`src/design/wind_rose_histogram_top_assert.svh`:
```
// Assertion macros for the wind rose histogram block.
// Expects clk and rst in the scope of use.
`ifndef WIND_ROSE_HISTOGRAM_TOP_ASSERT_SVH
`define WIND_ROSE_HISTOGRAM_TOP_ASSERT_SVH

// same-cycle implication
`define WRH_ASSERT_IMP(lbl, ante, cons, msg) \
  lbl: assert property (@(posedge clk) disable iff (rst) (ante) |-> (cons)) else $error(msg);

// next-cycle implication
`define WRH_ASSERT_NXT(lbl, ante, cons, msg) \
  lbl: assert property (@(posedge clk) disable iff (rst) (ante) |=> (cons)) else $error(msg);

`endif

```
`src/design/wrh_pkg.sv`:
```
// Shared constants, request codes and types of the wind rose histogram.
// No dependencies.
package wrh_pkg;

  localparam int unsigned DEF_NUM_SECTORS = 16;
  localparam int unsigned DEF_COUNT_WIDTH = 32;
  localparam int unsigned NUM_SPEED_BINS  = 6;

  localparam int unsigned REQ_W       = 2;
  localparam int unsigned STATION_W   = 40;
  localparam int unsigned FIELD13_W   = 13;
  localparam int unsigned SECTOR_W    = 4;
  localparam int unsigned BIN_W       = 3;
  localparam int unsigned OUT_COUNT_W = 32;
  localparam int unsigned IN_TDATA_W  = 80;
  localparam int unsigned OUT_TDATA_W = 40;

  localparam logic [REQ_W-1:0] REQ_ADD   = 2'd0;
  localparam logic [REQ_W-1:0] REQ_READ  = 2'd1;
  localparam logic [REQ_W-1:0] REQ_CLEAR = 2'd2;

  localparam logic [FIELD13_W-1:0] DIR_FULL    = 13'd5760;
  localparam logic [FIELD13_W-1:0] SPEED_LIMIT = 13'd4800;
  localparam logic [FIELD13_W-1:0] SPD_EDGE1   = 13'd80;
  localparam logic [FIELD13_W-1:0] SPD_EDGE2   = 13'd160;
  localparam logic [FIELD13_W-1:0] SPD_EDGE3   = 13'd240;
  localparam logic [FIELD13_W-1:0] SPD_EDGE4   = 13'd400;

  typedef struct packed {
    logic [REQ_W-1:0]    op;
    logic                add_hit;
    logic                rd_hit;
    logic [SECTOR_W-1:0] sector;
    logic [BIN_W-1:0]    speed_bin;
  } wrh_item_t;

  typedef struct packed {
    logic                   accepted;
    logic [SECTOR_W-1:0]    sector;
    logic [BIN_W-1:0]       speed_bin;
    logic [OUT_COUNT_W-1:0] count;
  } wrh_result_t;

  typedef struct packed {
    logic       has_head;
    logic [1:0] count;
  } wrh_q_stat_t;

endpackage

```
`src/design/wrh_ram.sv`:
```
// Generic single-write, single-read RAM with registered read data.
// No dependencies.
module wrh_ram #(
  parameter int unsigned WIDTH = 32,
  parameter int unsigned DEPTH = 96
) (
  input  logic                     clk,
  input  logic                     we,
  input  logic [$clog2(DEPTH)-1:0] waddr,
  input  logic [WIDTH-1:0]         wdata,
  input  logic                     re,
  input  logic [$clog2(DEPTH)-1:0] raddr,
  output logic [WIDTH-1:0]         rdata
);

  logic [WIDTH-1:0] mem [DEPTH];

  always_ff @(posedge clk) begin
    if (we) begin
      mem[waddr] <= wdata;
    end
    if (re) begin
      rdata <= mem[raddr];
    end
  end

endmodule

```
`src/design/wrh_decode.sv`:
```
// Request decode: sample filter, speed bin, direction sector, counter address.
// Depends on wrh_pkg.
module wrh_decode #(
  parameter int unsigned NUM_SECTORS = wrh_pkg::DEF_NUM_SECTORS
) (
  input  logic [wrh_pkg::REQ_W-1:0]     req_type,
  input  logic [wrh_pkg::STATION_W-1:0] station_code,
  input  logic [wrh_pkg::STATION_W-1:0] target_station,
  input  logic [wrh_pkg::FIELD13_W-1:0] wind_speed,
  input  logic [wrh_pkg::FIELD13_W-1:0] wind_dir,
  input  logic [wrh_pkg::SECTOR_W-1:0]  read_sector,
  input  logic [wrh_pkg::BIN_W-1:0]     read_bin,
  output wrh_pkg::wrh_item_t            item,
  output logic [$clog2(NUM_SECTORS*wrh_pkg::NUM_SPEED_BINS)-1:0] addr
);
  import wrh_pkg::*;

  localparam int unsigned SIDX_W = $clog2(NUM_SECTORS);
  localparam int unsigned ADDR_W = $clog2(NUM_SECTORS * NUM_SPEED_BINS);

  logic [NUM_SECTORS-1:1] dir_ge;
  logic [SIDX_W-1:0]      dir_sidx;
  logic [BIN_W-1:0]       spd_bin;
  logic                   pass;
  logic                   rd_ok;
  logic [ADDR_W-1:0]      add_addr;
  logic [ADDR_W-1:0]      rd_addr;

  // sector k starts at ceil(k * full / NUM_SECTORS)
  for (genvar k = 1; k < NUM_SECTORS; k++) begin : g_thr
    localparam int unsigned THR = (k * 5760 + NUM_SECTORS - 1) / NUM_SECTORS;
    assign dir_ge[k] = (wind_dir >= THR[FIELD13_W-1:0]);
  end

  always_comb begin
    dir_sidx = '0;
    for (int k = 1; k < NUM_SECTORS; k++) begin
      if (dir_ge[k]) begin
        dir_sidx = SIDX_W'(k);
      end
    end
    // due north wraps
    if (wind_dir == DIR_FULL) begin
      dir_sidx = '0;
    end
  end

  always_comb begin
    if (wind_speed <= SPD_EDGE1) begin
      spd_bin = 3'd1;
    end else if (wind_speed <= SPD_EDGE2) begin
      spd_bin = 3'd2;
    end else if (wind_speed <= SPD_EDGE3) begin
      spd_bin = 3'd3;
    end else if (wind_speed <= SPD_EDGE4) begin
      spd_bin = 3'd4;
    end else begin
      spd_bin = 3'd5;
    end
  end

  assign pass = (station_code == target_station) && (wind_speed != '0) &&
                (wind_speed < SPEED_LIMIT) && (wind_dir != '0) && (wind_dir <= DIR_FULL);

  assign rd_ok = (32'(read_sector) < NUM_SECTORS) && (32'(read_bin) < NUM_SPEED_BINS);

  assign add_addr = ADDR_W'(dir_sidx) * ADDR_W'(NUM_SPEED_BINS) + ADDR_W'(spd_bin);
  assign rd_addr  = ADDR_W'(SIDX_W'(read_sector)) * ADDR_W'(NUM_SPEED_BINS) +
                    ADDR_W'(read_bin);

  always_comb begin
    item    = '0;
    item.op = req_type;
    addr    = add_addr;
    case (req_type)
      REQ_ADD: begin
        if (pass) begin
          item.add_hit   = 1'b1;
          item.sector    = SECTOR_W'(dir_sidx);
          item.speed_bin = spd_bin;
        end
      end
      REQ_READ: begin
        item.rd_hit    = rd_ok;
        item.sector    = read_sector;
        item.speed_bin = read_bin;
        addr           = rd_addr;
      end
      default: begin
      end
    endcase
  end

endmodule

```
`src/design/wrh_outq.sv`:
```
// Two-entry result queue that feeds the master stream port.
// Depends on wrh_pkg.
module wrh_outq (
  input  logic                 clk,
  input  logic                 rst,
  input  logic                 push,
  input  wrh_pkg::wrh_result_t din,
  input  logic                 pop,
  output wrh_pkg::wrh_result_t head,
  output wrh_pkg::wrh_q_stat_t stat
);
  import wrh_pkg::*;

  wrh_result_t q0;
  wrh_result_t q1;
  logic [1:0]  count;

  always_ff @(posedge clk) begin
    if (rst) begin
      count <= 2'd0;
    end else begin
      case ({push, pop})
        2'b10: count <= count + 2'd1;
        2'b01: count <= count - 2'd1;
        default: count <= count;
      endcase
    end
  end

  always_ff @(posedge clk) begin
    case ({push, pop})
      2'b10: begin
        if (count == 2'd0) begin
          q0 <= din;
        end else begin
          q1 <= din;
        end
      end
      2'b01: begin
        q0 <= q1;
      end
      2'b11: begin
        if (count == 2'd1) begin
          q0 <= din;
        end else begin
          q0 <= q1;
          q1 <= din;
        end
      end
      default: begin
      end
    endcase
  end

  assign head          = q0;
  assign stat.has_head = (count != 2'd0);
  assign stat.count    = count;

endmodule

```
`src/design/wind_rose_histogram_top.sv`:
```
// Wind rose histogram: decode, counter RAM update and result queue.
// tvalid rises once an accepted request passes the s1 register into the result queue.
// Throughput 1 request/cycle; a full result queue stalls the request side.
// Counters live in one RAM with a one-deep write forward for back-to-back updates.
// Reset (rst, synchronous) zeroes all counters at once via per-entry valid bits,
// so no clearing pass is needed; a clear request does the same.
module wind_rose_histogram_top #(
  parameter int unsigned NUM_SECTORS = wrh_pkg::DEF_NUM_SECTORS,
  parameter int unsigned COUNT_WIDTH = wrh_pkg::DEF_COUNT_WIDTH
) (
  input  logic                           clk,
  input  logic                           rst,
  input  logic                           cfg_we,
  input  logic [wrh_pkg::STATION_W-1:0]  cfg_wdata,    // target_station
  input  logic                           s_axis_tvalid,
  output logic                           s_axis_tready,
  // station_code, wind_speed, wind_dir, read_sector, read_bin, zero pad
  input  logic [wrh_pkg::IN_TDATA_W-1:0] s_axis_tdata,
  input  logic [wrh_pkg::REQ_W-1:0]      s_axis_tuser, // req_type
  output logic                           m_axis_tvalid,
  input  logic                           m_axis_tready,
  // accepted, sector, speed_bin, count
  output logic [wrh_pkg::OUT_TDATA_W-1:0] m_axis_tdata
);
  import wrh_pkg::*;

  `include "wind_rose_histogram_top_assert.svh"

  localparam int unsigned DEPTH  = NUM_SECTORS * NUM_SPEED_BINS;
  localparam int unsigned ADDR_W = $clog2(DEPTH);
  localparam logic [COUNT_WIDTH-1:0] COUNT_MAX = '1;

  localparam int unsigned SPD_LSB = STATION_W;
  localparam int unsigned DIR_LSB = SPD_LSB + FIELD13_W;
  localparam int unsigned RS_LSB  = DIR_LSB + FIELD13_W;
  localparam int unsigned RB_LSB  = RS_LSB + SECTOR_W;

  logic [STATION_W-1:0]   target_station;
  logic                   s_accept;
  wrh_item_t              dec_item;
  logic [ADDR_W-1:0]      dec_addr;

  logic                   s1_valid;
  wrh_item_t              s1_item;
  logic [ADDR_W-1:0]      s1_addr;

  logic [DEPTH-1:0]       valid_bits;
  logic [COUNT_WIDTH-1:0] ram_rdata;
  logic                   ram_we;
  logic [COUNT_WIDTH-1:0] ram_wdata;
  logic                   last_we;
  logic [ADDR_W-1:0]      last_addr;
  logic [COUNT_WIDTH-1:0] last_data;
  logic [COUNT_WIDTH-1:0] cur_raw;
  logic [COUNT_WIDTH-1:0] cur;

  wrh_result_t            s1_res;
  wrh_result_t            q_head;
  wrh_q_stat_t            q_stat;
  logic                   q_pop;
  logic [1:0]             occ_next;

  always_ff @(posedge clk) begin
    if (rst) begin
      target_station <= '0;
    end else if (cfg_we) begin
      target_station <= cfg_wdata;
    end
  end

  assign s_accept = s_axis_tvalid && s_axis_tready;

  wrh_decode #(
    .NUM_SECTORS (NUM_SECTORS)
  ) u_decode (
    .req_type       (s_axis_tuser),
    .station_code   (s_axis_tdata[STATION_W-1:0]),
    .target_station (target_station),
    .wind_speed     (s_axis_tdata[SPD_LSB +: FIELD13_W]),
    .wind_dir       (s_axis_tdata[DIR_LSB +: FIELD13_W]),
    .read_sector    (s_axis_tdata[RS_LSB +: SECTOR_W]),
    .read_bin       (s_axis_tdata[RB_LSB +: BIN_W]),
    .item           (dec_item),
    .addr           (dec_addr)
  );

  always_ff @(posedge clk) begin
    if (rst) begin
      s1_valid <= 1'b0;
    end else begin
      s1_valid <= s_accept;
    end
  end

  always_ff @(posedge clk) begin
    if (s_accept) begin
      s1_item <= dec_item;
      s1_addr <= dec_addr;
    end
  end

  wrh_ram #(
    .WIDTH (COUNT_WIDTH),
    .DEPTH (DEPTH)
  ) u_ram (
    .clk   (clk),
    .we    (ram_we),
    .waddr (s1_addr),
    .wdata (ram_wdata),
    .re    (s_accept),
    .raddr (dec_addr),
    .rdata (ram_rdata)
  );

  // read was issued while the previous request was writing
  assign cur_raw = (last_we && (last_addr == s1_addr)) ? last_data : ram_rdata;
  assign cur     = valid_bits[s1_addr] ? cur_raw : '0;

  assign ram_we    = s1_valid && s1_item.add_hit;
  assign ram_wdata = (cur == COUNT_MAX) ? cur : cur + COUNT_WIDTH'(1);

  always_ff @(posedge clk) begin
    if (rst) begin
      last_we    <= 1'b0;
      valid_bits <= '0;
    end else begin
      last_we <= ram_we;
      if (s1_valid && (s1_item.op == REQ_CLEAR)) begin
        valid_bits <= '0;
      end else if (ram_we) begin
        valid_bits[s1_addr] <= 1'b1;
      end
    end
  end

  always_ff @(posedge clk) begin
    last_addr <= s1_addr;
    last_data <= ram_wdata;
  end

  always_comb begin
    s1_res           = '0;
    s1_res.accepted  = s1_item.add_hit;
    s1_res.sector    = s1_item.sector;
    s1_res.speed_bin = s1_item.speed_bin;
    if (s1_item.add_hit) begin
      s1_res.count = OUT_COUNT_W'(ram_wdata);
    end else if (s1_item.rd_hit) begin
      s1_res.count = OUT_COUNT_W'(cur);
    end
  end

  wrh_outq u_outq (
    .clk  (clk),
    .rst  (rst),
    .push (s1_valid),
    .din  (s1_res),
    .pop  (q_pop),
    .head (q_head),
    .stat (q_stat)
  );

  assign q_pop         = q_stat.has_head && m_axis_tready;
  assign occ_next      = q_stat.count + {1'b0, s1_valid} - {1'b0, q_pop};
  assign s_axis_tready = (occ_next <= 2'd1);

  assign m_axis_tvalid = q_stat.has_head;
  assign m_axis_tdata  = {q_head.count, q_head.speed_bin, q_head.sector, q_head.accepted};

  `WRH_ASSERT_IMP(a_q_room, s1_valid, (q_stat.count != 2'd2) || m_axis_tready, "result queue overflow")
  `WRH_ASSERT_NXT(a_clear_all, s1_valid && (s1_item.op == REQ_CLEAR), valid_bits == '0, "clear missed an entry")
  `WRH_ASSERT_IMP(a_no_wrap, ram_we, ram_wdata != '0, "counter wrapped to zero")
  `WRH_ASSERT_NXT(a_fwd_hold, ram_we, last_we && (last_data == $past(ram_wdata)), "forward register lost write")

endmodule

```
`config.mk`:
```
export PLATFORM = sky130hd
export DESIGN_NAME = wind_rose_histogram_top
export DESIGN_NICKNAME = d
export VERILOG_FILES = /design/src/design/wrh_pkg.sv /design/src/design/wrh_ram.sv /design/src/design/wrh_decode.sv /design/src/design/wrh_outq.sv /design/src/design/wind_rose_histogram_top.sv
export VERILOG_INCLUDE_DIRS = /design/src /design/src/design
export SDC_FILE = /design/constraint.sdc
export NUM_CORES = 2
export LEC_CHECK = 0
export BUFFER_PORTS_ARGS = -buffer_cell sky130_fd_sc_hd__buf_2
export CAP_MARGIN = 20
export CORE_ASPECT_RATIO = 1.2
export CORE_MARGIN = 2
export CORE_UTILIZATION = 40
export DETAILED_ROUTE_END_ITERATION = 10
export PLACE_DENSITY_LB_ADDON = 0.12
export SYNTH_ARGS = -nofsm -noshare
export SYNTH_HDL_FRONTEND = slang
export SYNTH_SLANG_ARGS = --single-unit
```
`constraint.sdc`:
```
create_clock -name clk -period 15.7 [get_ports clk]
set_input_delay 1.57 -clock clk [delete_from_list [all_inputs] [get_ports clk]]
set_output_delay 1.57 -clock clk [all_outputs]
set_load 0.005 [all_outputs]
```
==> metrics <==
reg2reg start=s1_addr[0]; clock latency at the later pin of the worst-skew pair=0.94 ns; Layout area overhead=13.5%; initial drt markers=9668; # IOs=169; cts repair resizes=0; Starting Density=0.403; reg2reg setup slack=7.47 ns; unrepaired setup endpoints after global routing=false; drt wl/cell=28.1 µm; Final min period=8.62 ns; detailed-route via count=89820; CP Max Fanout=63; clk sinks=3381; Final Util=0.457; Die Y=644 µm; Most used DFF post-synth=edfxtp_1; sequential-to-total area share from yosys stat=0.731; Synth Net Count=10805; Syn Inst Count=10653; register bit total from synthesis=3381; number of enable flip-flop cells after synthesis=3202; Placer Congestion=0.859; Final nets=10894; critical path startpoint category=input port; Worst path max stage delay=1.03 ns; Slew headroom=0.122; TritonCTS clock tree=done; skew final=0.0808 ns; DRT antenna net count=0; cts hold-fix bufs=0; R2R Path End=u_ram.mem[30][8]; critical path's most frequent cell=buf_4; final non-filler cell total=15531; maxcap violations=0; simple-gate share of the synthesized area=0.155; Fmax=0.116 GHz; post-DP HPWL=234000 µm; Total Neg Setup Slack=0 ns; Placed Cells incl. Taps=14868; Setup-failing EPs final=0; WHS=0.459 ns; crit-path cells=buf_2 > o211a_1 > o21ai_0 > a21oi_1 > a21oi_1 > o21ai_0 > a21oi_1 > or3_1 > a221oi_1 > ha_1 > fa_1 > o21ai_4 > buf_4 > buf_4 > buf_4 > buf_4 > nand2_1 > and3_1 > a311oi_1 > a311oi_1 > a211oi_1 > nor3_1 > buf_4 > a2111oi_0; post-synth cell types=88; Hold Fails Final Rpt=0; largest net degree at the start of global routing=157; vias in the first global route=85293; CP Capture Type=flop; worst hold path class=reg2reg; CTS Buffer Depth=4; Power per Cell Area=156 nW/µm²; CTS Buf Count=351; die area=346000 µm²; Worst-path clk slew=0.06 ns; post-synthesis adder-cell area fraction=0.00251; H-tree depth=5; hold worst-path end=valid_bits[32]; leak pwr=53.6 nW; initial antenna violation count=23; DIE WIDTH=537 µm; PortBufs=161; largest family of logic cells by synthesized area=simple AND/OR/NAND/NOR gates; Max Slew Vio Count=0; outcome=finished, final reports clean; slowest library cell on the worst path=a211oi_1; ratio of final minimum period to clock period=0.549; Detailed Routing Iterations Pass 1=8; Compound-Gate Fraction of Synth Area=0.0701; multiplexer area fraction after synthesis=0.0142; gr ovfl total=0; peak supply drop=0.140 mV; global router's overall resource usage=0.247; worst-margin pin slew=1.31 ns; Crit path arrival time=9.29 ns; total wire length=437000 µm; hold_sp=valid_bits[32]; total number of yosys warnings=0; CTS Root Cell=clkbuf_16; row count=234; first-pass GRT wire length=619000 µm; post-CTS setup buffer count=0; core area=339000 µm²; crit path kind=in2reg; Post-route DRC=0; layout cell share with drive strength beyond 1=0.105; Min-Delay Path Depth=1; Avg Cell Area, Syn=12.8 µm²; Cell Area, Synth=136000 µm²; r2r worst-path depth=17; Crit path required time=16.37 ns; Async SR Flop Fraction=0; DR vias/cell=5.78; Post-Synth XOR/XNOR Area=0.00537
routing by layer:
metal	share of wire	vias to the layer above	routed length [µm]	track usage
li1	-	39638	-	-
met4	0.040	10	17500	0.0951
met3	0.072	639	31600	0.0391
met1	0.42	46085	185000	0.339
met5	0.00017	-	73	0
met2	0.46	3448	203000	0.394
per-stage QoR:
step           cell area, µm²  total power [mW]  setup WS, ns
2_1_floorplan          136000              13.9          7.30
3_3_place_gp           144000              16.2          6.12
3_5_place_dp           144000              16.3          6.31
4_1_cts                155000              24.3          7.25
5_1_grt                155000              25.0          6.69
6_report               155000              24.2          7.08
worst max-delay path by stage:
stage / start / to / slack [ns]
CTS: s_axis_tdata[58] / u_ram.rdata[28] / 7.25
global route: s_axis_tdata[58] / u_ram.rdata[29] / 6.69
finish: s_axis_tdata[58] / u_ram.rdata[28] / 7.08
global placement: s_axis_tdata[59] / u_ram.rdata[28] / 6.12
floorplan: s1_addr[0] / u_ram.mem[0][4] / 7.30
detailed placement: s_axis_tdata[59] / u_ram.rdata[28] / 6.31
cells by family (layout without fill, tap and decap cells):
kind of cell | count (synthesis) | count (layout)
buffers and inverters | 770 | 1133
flip-flops | 3381 | 3381
other | 0 | 31
AND/OR/NAND/NOR | 4938 | 4938
AO/OA/AOI/OAI | 1284 | 1284
multiplexers | 173 | 173
XOR/XNOR | 82 | 82
adder cells (fa/ha/maj) | 25 | 25
critical path, delay by kind of cell:
| family | cells | cell delay (ns) |
|---|---|---|
| AO/OA/AOI/OAI | 12 | 3.25 |
| adder cells (fa/ha/maj) | 2 | 0.89 |
| buffers and inverters | 6 | 2.67 |
| AND/OR/NAND/NOR | 4 | 0.76 |
area by class of cell:
| type | instances | area, µm² |
|---|---|---|
| clock buffer | 441 | 9340 |
| antenna | 31 | 77.6 |
| sequential | 3381 | 99700 |
| inverter | 40 | 180 |
| clock inverter | 186 | 1620 |
| multi-input combinational | 6502 | 35000 |
| tap | 4484 | 5610 |
| fill | 30268 | 184000 |
| timing repair buffer | 466 | 3390 |
report_power, final:
part / total, mW / internal (mW) / switching, mW
clock network: 8.08 / 4.62 / 3.46
registers: 11.0 / 10.8 / 0.166
logic: 5.09 / 1.15 / 3.94
total: 24.2 / 16.6 / 7.56
sequential cells by signal, indices dropped and copies added, names as in the netlist, 2 cells and up:
register and cells:
u_outq.q1 40, u_outq.head 40, u_ram.rdata 32, u_outq.count 2, s1_item 11, last_addr 7, s1_addr 7, last_data 32
u_ram.mem 3072, target_station 40, valid_bits 96
cell usage after synthesis, types with 6 or more instances:
cell,count,area share
nor3b_1,6,0.00033
xnor2_1,51,0.0033
a221oi_1,9,0.00058
a32oi_1,25,0.0016
o21ai_0,112,0.0041
a22oi_1,20,0.0011
or3_1,10,0.00046
inv_1,34,0.00094
nor2_1,282,0.0078
a31oi_1,189,0.0087
clkbuf_1,551,0.015
o21ai_1,8,0.00029
a22o_1,26,0.0017
mux2_2,17,0.0014
a32o_1,24,0.0018
edfxtp_1,3202,0.70
mux2i_1,141,0.010
a221o_1,7,0.00051
xor2_1,30,0.0019
o22ai_1,65,0.0030
and3_1,339,0.016
dfxtp_1,179,0.026
o311ai_1,8,0.00051
a311o_1,7,0.00051
nand2_1,3093,0.085
a211oi_1,58,0.0032
a211o_1,24,0.0015
o2111a_1,10,0.00083
nor2b_1,14,0.00064
a311oi_1,375,0.024
a2111oi_0,11,0.00071
and2_1,14,0.00064
nor3_1,63,0.0023
nand4_1,24,0.0011
nand2b_1,17,0.00078
buf_2,37,0.0014
mux4_2,14,0.0023
o211ai_1,23,0.0013
nand3_1,1017,0.037
o21a_1,102,0.0056
a21oi_1,111,0.0041
ha_1,21,0.0019
a21o_1,15,0.00083
nor4_1,27,0.0012
buf_1,136,0.0037
cell usage in the layout, fill, tap and decap left out, types with 76 or more instances in the layout:
master,count
nor2_4,104
dfxtp_1,179
clkbuf_1,76
nand2_1,3091
o21ai_0,109
mux2i_1,140
buf_2,164
and3_1,339
a21oi_1,110
clkbuf_16,358
nor2_1,176
a311oi_1,373
buf_4,276
nand3_1,1016
o21a_1,100
edfxtp_1,3202
a31oi_1,187
(Power assumes the default switching activity.)
